File: config.mk
export PLATFORM = sky130hd
export DESIGN_NAME = lca_ctrl
export DESIGN_NICKNAME = d
export VERILOG_FILES = /design/src/rtl/lca_pkg.sv /design/src/rtl/lca_ctrl.sv
export SDC_FILE = /design/constraint.sdc
export NUM_CORES = 1
export LEC_CHECK = 0
export ABC_AREA = 1
export BUFFER_PORTS_ARGS = -buffer_cell sky130_fd_sc_hd__clkbuf_2
export CORE_UTILIZATION = 50
export DETAILED_ROUTE_END_ITERATION = 10
export PLACE_DENSITY_LB_ADDON = 0.12
export SYNTH_ARGS = -nofsm -noshare
export SYNTH_HDL_FRONTEND = slang
export SYNTH_SLANG_ARGS = --single-unit
File: constraint.sdc
create_clock -name clk -period 2.6 [get_ports clk]
set_input_delay 0.52 -clock clk [delete_from_list [all_inputs] [get_ports clk]]
set_output_delay 0.52 -clock clk [all_outputs]
set_load 0.03 [all_outputs]
File: src/rtl/lca_pkg.sv
package lca_pkg;

	localparam int NODE_W = 14;
	localparam logic [NODE_W-1:0] DEPTH_MAX = 14'h3fff;
	localparam logic [NODE_W-1:0] DEPTH_ROOT = 14'd1;

	typedef enum logic [1:0] {
		OUT_ZERO = 2'd0,
		OUT_U    = 2'd1,
		OUT_RD   = 2'd2
	} out_src_t;

	typedef struct packed {
		logic     load;
		logic     dep_rd;
		logic     dep_rd_v;
		logic     dep_wr;
		logic     anc_rd;
		logic     anc_rd_v;
		logic     anc_wr;
		logic     anc_wr_next;
		logic     cap_du;
		logic     swap;
		logic     u_take_rd;
		logic     cap_au;
		logic     take_pair;
		logic     lvl_inc;
		logic     lvl_dec;
		logic     lvl_top;
		logic     emit;
		out_src_t out_src;
	} cmd_t;

	typedef struct packed {
		logic func;
		logic n_zero;
		logic u_zero;
		logic v_zero;
		logic u_eq_v;
		logic diff_bit;
		logic lvl_last;
		logic lvl_next_last;
		logic lvl_zero;
	} status_t;

endpackage

File: src/rtl/lca_ctrl.sv
module lca_ctrl (
	input  logic            clk,
	input  logic            arst_n,
	input  logic            start,
	input  lca_pkg::status_t sts,
	output lca_pkg::cmd_t    cmd,
	output logic            busy
);
	import lca_pkg::*;

	typedef enum logic [16:0] {
		S_IDLE   = 17'h00001,
		S_DISP   = 17'h00002,
		S_I_DRD  = 17'h00004,
		S_I_DWR  = 17'h00008,
		S_I_ARD  = 17'h00010,
		S_I_AWR  = 17'h00020,
		S_Q_DU   = 17'h00040,
		S_Q_DV   = 17'h00080,
		S_Q_SWAP = 17'h00100,
		S_Q_LIFT = 17'h00200,
		S_Q_LFTW = 17'h00400,
		S_Q_CMP  = 17'h00800,
		S_Q_TOPU = 17'h01000,
		S_Q_TOPV = 17'h02000,
		S_Q_TOPC = 17'h04000,
		S_Q_FIN  = 17'h08000,
		S_Q_OUT  = 17'h10000
	} state_t;

	state_t state_q, state_d;

	always_ff @(posedge clk or negedge arst_n) begin
		if (!arst_n) begin
			state_q <= S_IDLE;
		end else begin
			state_q <= state_d;
		end
	end

	assign busy = (state_q != S_IDLE);

	always_comb begin
		state_d = state_q;
		cmd = '0;
		cmd.out_src = OUT_ZERO;
		unique case (state_q)
			S_IDLE: begin
				if (start) begin
					cmd.load = 1'b1;
					state_d = S_DISP;
				end
			end
			S_DISP: begin
				if (sts.func) begin
					if (sts.u_zero || sts.v_zero) begin
						cmd.emit = 1'b1;
						cmd.out_src = OUT_ZERO;
						state_d = S_IDLE;
					end else begin
						state_d = S_Q_DU;
					end
				end else if (sts.n_zero) begin
					state_d = S_IDLE;
				end else begin
					state_d = S_I_DRD;
				end
			end
			// insert: depth of parent, then level 0, then one level per read
			S_I_DRD: begin
				cmd.dep_rd = 1'b1;
				state_d = S_I_DWR;
			end
			S_I_DWR: begin
				cmd.dep_wr = 1'b1;
				cmd.anc_wr = 1'b1;
				state_d = S_I_ARD;
			end
			S_I_ARD: begin
				cmd.anc_rd = !sts.u_zero;
				state_d = S_I_AWR;
			end
			S_I_AWR: begin
				cmd.anc_wr = 1'b1;
				cmd.anc_wr_next = 1'b1;
				cmd.lvl_inc = 1'b1;
				state_d = sts.lvl_next_last ? S_IDLE : S_I_ARD;
			end
			S_Q_DU: begin
				cmd.dep_rd = 1'b1;
				state_d = S_Q_DV;
			end
			S_Q_DV: begin
				cmd.dep_rd = 1'b1;
				cmd.dep_rd_v = 1'b1;
				cmd.cap_du = 1'b1;
				state_d = S_Q_SWAP;
			end
			S_Q_SWAP: begin
				cmd.swap = 1'b1;
				state_d = S_Q_LIFT;
			end
			S_Q_LIFT: begin
				if (sts.diff_bit) begin
					cmd.anc_rd = 1'b1;
					state_d = S_Q_LFTW;
				end else if (sts.lvl_last) begin
					state_d = S_Q_CMP;
				end else begin
					cmd.lvl_inc = 1'b1;
				end
			end
			S_Q_LFTW: begin
				cmd.u_take_rd = 1'b1;
				if (sts.lvl_last) begin
					state_d = S_Q_CMP;
				end else begin
					cmd.lvl_inc = 1'b1;
					state_d = S_Q_LIFT;
				end
			end
			S_Q_CMP: begin
				if (sts.u_eq_v) begin
					cmd.emit = 1'b1;
					cmd.out_src = OUT_U;
					state_d = S_IDLE;
				end else begin
					cmd.lvl_top = 1'b1;
					state_d = S_Q_TOPU;
				end
			end
			S_Q_TOPU: begin
				cmd.anc_rd = 1'b1;
				state_d = S_Q_TOPV;
			end
			S_Q_TOPV: begin
				cmd.cap_au = 1'b1;
				cmd.anc_rd = 1'b1;
				cmd.anc_rd_v = 1'b1;
				state_d = S_Q_TOPC;
			end
			S_Q_TOPC: begin
				cmd.take_pair = 1'b1;
				if (sts.lvl_zero) begin
					state_d = S_Q_FIN;
				end else begin
					cmd.lvl_dec = 1'b1;
					state_d = S_Q_TOPU;
				end
			end
			S_Q_FIN: begin
				cmd.anc_rd = 1'b1;
				state_d = S_Q_OUT;
			end
			S_Q_OUT: begin
				cmd.emit = 1'b1;
				cmd.out_src = OUT_RD;
				state_d = S_IDLE;
			end
			default: begin
				state_d = S_IDLE;
			end
		endcase
	end

endmodule

## Yosys cells after proc, flatten, opt, wreduce, memory -nomap -nowiden

Index checks and enable logic that the tools add are counted.

- Output and inout port bits: 20
- Flip-flop bits (word level): 17

- Multiplexer cells: 35
- Reductions and logical operators: 6
- Equality and inequality tests: 20

Operator list:

| kind | count |
|---|---|
| $pmux 17 s16 | 1 |
| $mux 17 | 4 |
| $mux 1 | 18 |
| $eq 17x1->1 const B | 1 |
| $eq 17x10->1 const B | 1 |
| $eq 17x11->1 const B | 1 |
| $eq 17x12->1 const B | 1 |
| $eq 17x13->1 const B | 1 |
| $eq 17x14->1 const B | 1 |
| $eq 17x15->1 const B | 1 |
| $eq 17x16->1 const B | 1 |
| $eq 17x17->1 const B | 1 |
| $eq 17x2->1 const B | 1 |
| $eq 17x3->1 const B | 1 |
| $eq 17x4->1 const B | 1 |
| $eq 17x5->1 const B | 1 |
| $eq 17x6->1 const B | 1 |
| $eq 17x7->1 const B | 1 |
| $eq 17x8->1 const B | 1 |
| $eq 17x9->1 const B | 1 |
| $ne 17x1->1 const B | 1 |
| $mux 16 | 1 |
| $mux 13 | 1 |
| $mux 12 | 1 |
| other kinds (12) | 17 |

## Logic depth before layout (Yosys ltp)

Gate-level depths: netlist (run 1).

- Word-level depth: 4
- Mapped depth: 11
- Depth with buffers taken out: 11

## Worst setup path after synthesis (run 1)

No wires, ideal clock.

- Kind: reg2out
- Start point: reg state_q[13]
- End point: out cmd[18] in the netlist's numbering
- Required time: 2.080 ns
- Path slack: 0.564 ns
- Arrival time: 1.516 ns
- Cell stages (with the launch flop): 6
- Buffers on the path: 0
- Path through: dfrtp_1 nor2_2 nand2_2 nor2_8 nand3_2 nor2_1

RTL lines:

| element | RTL line | source |
|---|---|---|
| start, declared | lca_ctrl.sv:31 | `state_t state_q, state_d;` |
| start signal, assigned | lca_ctrl.sv:37 | `state_q <= state_d;` |
| end, declared | lca_ctrl.sv:6 | `output lca_pkg::cmd_t cmd,` |

==> results of run 1 <==
==> logic make-up (layout without fill, tap and decap cells) <==
logic type	Yosys count	count (layout)	synth area share [%]
DFF	17	17	34.1
and+or+nand+nor	112	112	48.9
buffers and inverters	44	76	13.9
AOI/OAI and AO/OA	6	6	3.00
==> area by class of cell <==
type                    instances  area [um^2]
multi-input cells             118          649
clock buffers                   4         26.3
flip-flops and latches         17          427
repair buffers                 31          155
fillers                       210          830
well taps                      28         35.0
inverters                      41          154
==> Yosys cell counts, types with 3 or more instances <==
library cell	count	area (um^2)
inv_1	39	146
nand2_2	4	25.0
nand2_1	23	86.3
o21ai_0	3	15.0
nor2_4	3	33.8
nor2_1	40	150
nand3_1	16	80.1
nand4_1	3	18.8
nor2_2	5	31.3
nand3_2	6	60.1
nand3b_1	7	52.6
dfrtp_1	16	400
==> power groups by stage <==
stage	Sequential [W]	Combinational, W	Clock, W
2_1_floorplan	0.000300	0.000216	0
3_3_place_gp	0.000302	0.000281	0
3_5_place_dp	0.000302	0.000284	0
4_1_cts	0.000297	0.000285	0.000146
5_1_grt	0.000300	0.000323	0.000155
6_report	0.000297	0.000285	0.000144
==> per-stage QoR <==
step           instance area, um^2  power (W)
2_1_floorplan                 1250   0.000516
3_3_place_gp                  1420   0.000583
3_5_place_dp                  1420   0.000587
4_1_cts                       1450   0.000728
5_1_grt                       1450   0.000778
6_report                      1450   0.000726
==> worst max path at each step <==
stage,from,cells after the start,endpoint,slack (ps)
detailed placement,state_q[13]$_DFFE_PN0P_,8,cmd[14],530
floorplan,state_q[13]$_DFFE_PN0P_,5,cmd[18],560
global placement,state_q[13]$_DFFE_PN0P_,8,cmd[14],560
CTS,state_q[13]$_DFFE_PN0P_,8,cmd[14],200
global route,state_q[13]$_DFFE_PN0P_,8,cmd[14],60
finish,state_q[15]$_DFFE_PN0P_,8,cmd[14],190
==> per-layer routing <==
| layer | vias up | share of wire, % |
|---|---|---|
| li1 | 611 | - |
| met5 | - | 0 |
| met4 | 0 | 2.2 |
| met3 | 7 | 2.7 |
| met2 | 23 | 50 |
| met1 | 563 | 45 |
==> results.txt, run 1 <==
CTS Buf Count = 3
Placement Setup Slack = 534 ps
Initial detailed-routing violation count = 19
Ports = 32
Reg2reg path depth = 10
Crit path top cell by count = nor2_1
RSZ-0062 raised after global routing = no
Initial antenna violation count = 0
Reg-to-reg endpoint = state_q[0]$_DFFE_PN1P_
Core Box Area = 2280 um^2
CP max-delay cell = dfrtp_1
Fin worst setup slack = 192 ps
Fin crit share = 92.6%
DP Wirelength = 2.38 mm
Gate Count Post-Synth = 179
Buffer and inverter count on the worst path = 1
Top Usage Layer GRT = met2
RR Startpoint = state_q[0]$_DFFE_PN1P_
R2R Setup Slk = 1040 ps
Min Hold Slack = 144 ps
Die X = 52 um
Post-layout util = 63.6%
Worst Setup Start Kind = flip-flop
Library cells used by synthesis = 23
Top Registers = state_q: 17 flops
Worst Path Required = 2080 ps
Syn_nets = 191
Pwr/cell area = 502 nW/um^2
Clock sinks = 17
Avg Inst Size Synth = 6.98 um^2
Most frequent cells in the layout = nor2_1, inv_1, clkbuf_2
Max incr delay on CP = 410 ps
Vias per Instance = 5.04
Seq cells post-synth = 17
Run status = finished clean
Nets = 224
Grt met1 use = 30.4%
GPL Wtd Cong = 0.928
Buffers on Ports = 31
Wire length of the first global-routing pass = 5.08 mm
Final critical-path required period = 2410 ps
DIE AREA = 2700 um^2
Cts hold-fix bufs = 0
Setup Fix Bufs, Post-CTS = 0
Ys flop type = dfrtp_1
Number of flops mapped to enable cells by yosys = 0
Largest delay contributor family on the critical path = simple AND/OR/NAND/NOR gates
Final wirelength = 2.91 mm
Clock Skew = 4.33 ps
Largest net degree at the start of global routing = 18
Largest Register = state_q
Max Buffers Root-to-Sink = 2
H-Tree Level Count = 1
HP Class = in2async
DIE HEIGHT = 52 um
Slew margin rel. = 71.0%
Synthesized cell area = 1250 um^2
Post-synthesis async set-or-reset flop share = 100%
DRC Markers = 0
Most common cell after layout, fill and taps aside = nor2_1
Seq pwr share = 41.0%
Setup crit end kind = primary output
Global route total overflow = 0
Leakage = 0.997 nW
Synth Warn # = 0
MaxCap Viol Count = 0
Routed via count = 1204
Met3 GRT Util = 3.80%
Num rows = 17
Starting density of the core = 54.9%
Layout cells sized above 1 = 28.0%
Max Fanout on Critical Path = 10
Switch share = 40.7%
Area delta synth->final = 15.7%
Finished Layout Cells = 239
Max reg flops = 17
Worst-path clk slew = 100 ps
Detailed Routing Iterations Pass 1 = 4
Crit path kind = reg2out
Final setup vio count = 0
CTS tree = yes
Slew Limit Fails = 0
Inst Count DP = 235
Worst vdd ir = 0.000404 V
Gate power share = 39.2%
Vias in the first global route = 1197
DR WL/cell = 12.2 um
Cell Int Power = 0.000431 W
Grt met2 use = 46.2%
Final hold viol count = 0
Clock latency on the worst-skew pair = 290 ps
Post-CTS resize count = 0
Post-route ant nets = 0
Switching power = 0.000295 W
Tightest Pin Transition = 436 ps
Root Buffer = clkbuf_4
Diodes inserted = 0
Data arrival, critical path = 1890 ps
Clock power frac = 19.8%
Register area share after synthesis = 34.1%
Setup TNS = 0 ps
Maximum clock rate = 415 MHz
CP cell instances = nor2_2, nand2_2, nor2_8, nand3_1, nor2_1, nor2_1, nand3b_1, clkbuf_2
Gr usage total = 25.9%
Power figures use the tool's default switching activity.
==> inputs of run 2 (changes only) <==
- CORE_ASPECT_RATIO: default -> 1.5
- RECOVER_POWER: default -> 50
==> run 2 against run 1 <==
Net effect:
- clock power grew 3%
- final area shrank 1.6%
- first-iteration DRC count grew to 3.4 times the previous value
- worst setup slack gained 72 ps
- utilization shrank 1.3 points
- critical endpoint unchanged
- largest cell class unchanged
==> results.txt, run 2 (same netlist as run 1, synthesis figures left out) <==
Crit path kind = reg2out (unchanged)
Most frequent cells in the layout = nor2_1, inv_1, clkbuf_2 (unchanged)
Max reg flops = 17 (unchanged)
GPL Wtd Cong = 0.917 (was 0.928)
Area after DPL = 1410 um^2 (was 1420 um^2)
Pwr/cell area = 508 nW/um^2 (was 502 nW/um^2)
Reg area = 427 um^2 (unchanged)
H-Tree Level Count = 1 (unchanged)
Cts hold-fix bufs = 0 (unchanged)
Global route total overflow = 0 (unchanged)
Routed via count = 1215 (was 1204)
Worst Setup Start Kind = flip-flop (unchanged)
DRC Markers = 0 (unchanged)
Most common cell after layout, fill and taps aside = nor2_1 (unchanged)
Detailed Routing Iterations Pass 1 = 4 (unchanged)
Starting density of the core = 54.7% (was 54.9%)
Final hold viol count = 0 (unchanged)
Seq pwr share = 41.1% (was 41.0%)
Switching power = 0.000296 W (was 0.000295 W)
Max incr delay on CP = 420 ps (was 410 ps)
Final wirelength = 2.97 mm (was 2.91 mm)
Final setup vio count = 0 (unchanged)
Layout cells sized above 1 = 26.1% (was 28.0%)
Worst Path Required = 2080 ps (about the same)
Max Buffers Root-to-Sink = 2 (unchanged)
CTS Buf Count = 3 (unchanged)
Nets = 224 (unchanged)
CP cell instances = nor2_2, nand2_2, nor2_8, nand3_1, nor2_1, nor2_1, nand3b_1, clkbuf_2 (unchanged)
Initial detailed-routing violation count = 64 (was 19)
Ports = 32 (unchanged)
Switch share = 40.9% (was 40.7%)
DR WL/cell = 12.7 um (was 12.2 um)
Max Fanout on Critical Path = 10 (unchanged)
Critical Path Source = state_q[15]$_DFFE_PN0P_ (unchanged)
Clock Skew = 11.6 ps (was 4.33 ps)
Maximum clock rate = 428 MHz (was 415 MHz)
Post-route ant nets = 0 (unchanged)
Core Box Area = 2290 um^2 (was 2280 um^2)
Gate power share = 38.5% (was 39.2%)
Crit path top cell by count = nor2_1 (unchanged)
Vias in the first global route = 1121 (was 1197)
Wire length of the first global-routing pass = 4.90 mm (was 5.08 mm)
DP Wirelength = 2.36 mm (was 2.38 mm)
Root Buffer = clkbuf_4 (unchanged)
Largest Register = state_q (unchanged)
Multi-input logic area = 634 um^2 (was 649 um^2)
CP max-delay cell = dfrtp_1 (unchanged)
DIE HEIGHT = 63.2 um (was 52 um)
Worst vdd ir = 0.000350 V (was 0.000404 V)
RR Startpoint = state_q[0]$_DFFE_PN1P_ (unchanged)
Initial antenna violation count = 0 (unchanged)
Post-CTS resize count = 0 (unchanged)
Buffers on Ports = 31 (unchanged)
MaxCap Viol Count = 0 (unchanged)
Cell Int Power = 0.000428 W (was 0.000431 W)
Setup TNS = 0 ps (unchanged)
DIE AREA = 2710 um^2 (was 2700 um^2)
Final critical-path required period = 2340 ps (was 2410 ps)
Fin crit share = 89.8% (was 92.6%)
Clock latency on the worst-skew pair = 300 ps (was 290 ps)
Leakage = 0.991 nW (was 0.997 nW)
Diodes inserted = 0 (unchanged)
Slew margin rel. = 35.7% (was 71.0%)
Data arrival, critical path = 1820 ps (was 1890 ps)
Clock power frac = 20.4% (was 19.8%)
CTS tree = yes (unchanged)
HP Class = in2async (unchanged)
Num rows = 21 (was 17)
Run status = finished clean (unchanged)
Clock sinks = 17 (unchanged)
Vias per Instance = 5.19 (was 5.04)
Tightest Pin Transition = 964 ps (was 436 ps)
Gr usage total = 24.2% (was 25.9%)
Slew Limit Fails = 0 (unchanged)
Top Registers = state_q: 17 flops (unchanged)
Area delta synth->final = 13.9% (was 15.7%)
Fillers = 210 (unchanged)
Setup Fix Bufs, Post-CTS = 0 (unchanged)
Largest net degree at the start of global routing = 18 (unchanged)
Die X = 42.8 um (was 52 um)
R2R Setup Slk = 940 ps (was 1040 ps)
RSZ-0062 raised after global routing = no (unchanged)
Worst-path clk slew = 110 ps (was 100 ps)
Setup crit end kind = primary output (unchanged)
Fin area = 1420 um^2 (was 1450 um^2)
run 2: cell count changes in the layout (fill, tap and decap cells not counted):
cell / before / now
clkbuf_1: 1 / 2
clkbuf_2: 31 / 30
nand3_1: 16 / 19
nand3_2: 6 / 3
run 2: cell type report:
cell class | instances | area share [%]
inverters | 41 | 10.8
repair buffers | 31 | 10.8
flip-flops and latches | 17 | 30.0
clock buffers | 4 | 1.85
well taps | 23 | 2.02
multi-input cells | 118 | 44.6
run 2: worst max-delay path, delay by kind of cell (launching register included):
family | cells | cell delay (ps)
DFF | 1 | 420
and+or+nand+nor | 7 | 900
buffers and inverters | 1 | 200
run 2: power groups by stage:
stage	clock network (W)	logic, W	registers (W)
floorplan	0	0.000216	0.000300
global placement	0	0.000276	0.000301
detailed placement	0	0.000279	0.000302
CTS	0.000151	0.000283	0.000297
global route	0.000164	0.000301	0.000300
finish	0.000148	0.000278	0.000297
run 2: routing by layer:
metal	routed length (um)	global-route usage [%]
met4	99	12.5
met3	146	2.01
met1	1150	26.7
met2	1580	44.1
met5	0	0
run 2: path summary, 6_finish.rpt:
path	endpoint	depth (start not counted)
worst max register to register	state_q[0]$_DFFE_PN1P_	10
worst max-delay path	cmd[14]	8
min in group clk	state_q[2]$_DFFE_PN0P_	2
max in group asynchronous	state_q[16]$_DFFE_PN0P_	1
worst min register to register	state_q[3]$_DFFE_PN0P_	3
worst min-delay path	state_q[8]$_DFFE_PN0P_	1
run 2: per-stage QoR:
step | instances | setup slack (ps) | power, W | util, % | hold slack [ps]
after CTS | 234 | 227 | 0.000730 | 63.0 | 153
after floorplan | 179 | 564 | 0.000516 | - | 224
after global placement | 230 | 565 | 0.000577 | 61.9 | 486
after global routing | 234 | 100 | 0.000765 | 62.3 | 378
final | 234 | 264 | 0.000724 | 62.3 | 333
after detailed placement | 230 | 557 | 0.000581 | 61.9 | 488
==> inputs of run 3 (changes only) <==
- CELL_PAD_IN_SITES_DETAIL_PLACEMENT: default -> 2
- CELL_PAD_IN_SITES_GLOBAL_PLACEMENT: default -> 2
- CORE_UTILIZATION: 50 -> 30
==> run 3 against run 2 <==
Net effect:
- hold slack improved by 84 ps
- global-route usage is 2.6 points lower
- cell count is 9.4% higher
- utilization fell by 25 points
- sequential share of layout area shrank 0.89 points
- combinational power increased by 4%
- wire length rose by 39%
- largest power group unchanged
- highest routed layer unchanged
==> results.txt, run 3 (same netlist as run 1, synthesis figures left out) <==
Largest Register = state_q (unchanged)
Final wirelength = 4.12 mm (was 2.97 mm)
CP max-delay cell = dfstp_1 (was dfrtp_1)
Final setup vio count = 0 (unchanged)
Fin crit share = 93.3% (was 89.8%)
Final critical-path required period = 2430 ps (was 2340 ps)
Slew margin rel. = 31.2% (was 35.7%)
Post-CTS resize count = 0 (unchanged)
Clock Skew = 2.38 ps (was 11.6 ps)
Detailed Routing Iterations Pass 1 = 4 (unchanged)
Post-layout util = 37.1% (was 62.3%)
Setup Fix Bufs, Post-CTS = 0 (unchanged)
Max incr delay on CP = 570 ps (was 420 ps)
Most common cell after layout, fill and taps aside = nor2_1 (unchanged)
Nets = 224 (unchanged)
Setup crit end kind = primary output (unchanged)
Fin area = 1470 um^2 (was 1420 um^2)
Data arrival, critical path = 1910 ps (was 1820 ps)
CTS tree = yes (unchanged)
Vias in the first global route = 1402 (was 1121)
Starting density of the core = 31.6% (was 54.7%)
Largest delay contributor family on the critical path = simple AND/OR/NAND/NOR gates (unchanged)
DRC Markers = 0 (unchanged)
Cts hold-fix bufs = 0 (unchanged)
DP Wirelength = 3.47 mm (was 2.36 mm)
Post-route ant nets = 0 (unchanged)
Gr usage total = 21.6% (was 24.2%)
RSZ-0062 raised after global routing = no (unchanged)
Setup TNS = 0 ps (unchanged)
Num rows = 28 (was 21)
Max Buffers Root-to-Sink = 2 (unchanged)
DIE AREA = 4430 um^2 (was 2710 um^2)
Inst Count DP = 252 (was 230)
Ports = 32 (unchanged)
Core Box Area = 3960 um^2 (was 2290 um^2)
Root Buffer = clkbuf_8 (was clkbuf_4)
DR WL/cell = 16.1 um (was 12.7 um)
Initial antenna violation count = 0 (unchanged)
Slew Limit Fails = 0 (unchanged)
Top Registers = state_q: 17 flops (unchanged)
Tightest Pin Transition = 1030 ps (was 964 ps)
Pwr/cell area = 539 nW/um^2 (was 508 nW/um^2)
Clock latency on the worst-skew pair = 260 ps (was 300 ps)
Area delta synth->final = 17.4% (was 13.9%)
Maximum clock rate = 412 MHz (was 428 MHz)
Worst-path clk slew = 70 ps (was 110 ps)
Wire length of the first global-routing pass = 6.73 mm (was 4.90 mm)
Layout cells sized above 1 = 25.1% (was 26.1%)
DIE HEIGHT = 81.1 um (was 63.2 um)
Max Fanout on Critical Path = 5 (was 10)
Global route total overflow = 0 (unchanged)
Crit path top cell by count = nor2_1 (unchanged)
Die X = 54.7 um (was 42.8 um)
Worst Setup Start Kind = flip-flop (unchanged)
GPL Wtd Cong = 0.819 (was 0.917)
Diodes inserted = 0 (unchanged)
Initial detailed-routing violation count = 12 (was 64)
R2R Setup Slk = 710 ps (was 940 ps)
CTS Buf Count = 3 (unchanged)
MaxCap Viol Count = 0 (unchanged)
Worst vdd ir = 0.000366 V (was 0.000350 V)
Crit path kind = reg2out (unchanged)
Area after DPL = 1440 um^2 (was 1410 um^2)
HP Class = in2async (unchanged)
CP cell instances = nor2_1, nand2_1, inv_1, nand3_1, nor2_1, nor2_1, nand3b_1, clkbuf_2 (was nor2_2, nand2_2, nor2_8, nand3_1, nor2_1, nor2_1, nand3b_1, clkbuf_2)
Run status = finished clean (unchanged)
H-Tree Level Count = 1 (unchanged)
Routed via count = 1270 (was 1215)
Buffer and inverter count on the worst path = 2 (was 1)
Min Hold Slack = 418 ps (was 333 ps)
Largest net degree at the start of global routing = 18 (unchanged)
Max reg flops = 17 (unchanged)
Most frequent cells in the layout = nor2_1, inv_1, clkbuf_2 (unchanged)
Worst Path Required = 2080 ps (about the same)
Clock sinks = 17 (unchanged)
Vias per Instance = 4.96 (was 5.19)
Leakage = 0.998 nW (was 0.991 nW)
Buffers on Ports = 31 (unchanged)
Finished Layout Cells = 256 (was 234)
Final hold viol count = 0 (unchanged)
run 3: cell counts in the layout (fill, tap and decap cells not counted):
No cell type changed its count.
run 3: layout make-up:
| class | count | area (um^2) |
|---|---|---|
| tap | 45 | 56.3 |
| multi-input combinational | 118 | 632 |
| clock buffer | 4 | 45.0 |
| fill | 505 | 2490 |
| timing repair buffer | 31 | 154 |
| sequential | 17 | 427 |
| inverter | 41 | 154 |
run 3: layer usage:
metal / up-vias / wire length (um) / share of wire, % / global-route usage [%]
met3: 7 / 96 / 2.3 / 1.69
li1: 609 / - / - / -
met5: - / 0 / 0 / 0
met4: 0 / 77 / 1.9 / 6.67
met1: 625 / 1500 / 36 / 22.4
met2: 29 / 2450 / 59 / 42.5
run 3: worst paths after layout:
kind | depth (start not counted) | from | to
max | 8 | state_q[0]$_DFFE_PN1P_ | cmd[14]
min | 1 | arst_n | state_q[3]$_DFFE_PN0P_
max reg2reg | 10 | state_q[0]$_DFFE_PN1P_ | state_q[0]$_DFFE_PN1P_
min reg2reg | 3 | state_q[2]$_DFFE_PN0P_ | state_q[4]$_DFFE_PN0P_
max in group asynchronous | 1 | arst_n | state_q[14]$_DFFE_PN0P_
min in group clk | 2 | sts[7] | state_q[2]$_DFFE_PN0P_
run 3: per-stage QoR:
step | power [W] | setup slack [ps]
floorplan | 0.000516 | 564
global placement | 0.000589 | 481
detailed placement | 0.000602 | 469
CTS | 0.000817 | 187
global route | 0.000843 | 72.9
finish | 0.000791 | 175
run 3: power by group:
part	switching, W	internal (W)	leakage (nW)	total, W
clock	0.0000956	0.000109	0.0228	0.000205
sequential	0.0000151	0.000284	0.232	0.000299
combinational	0.000208	0.0000800	0.743	0.000288
total	0.000318	0.000473	0.998	0.000791
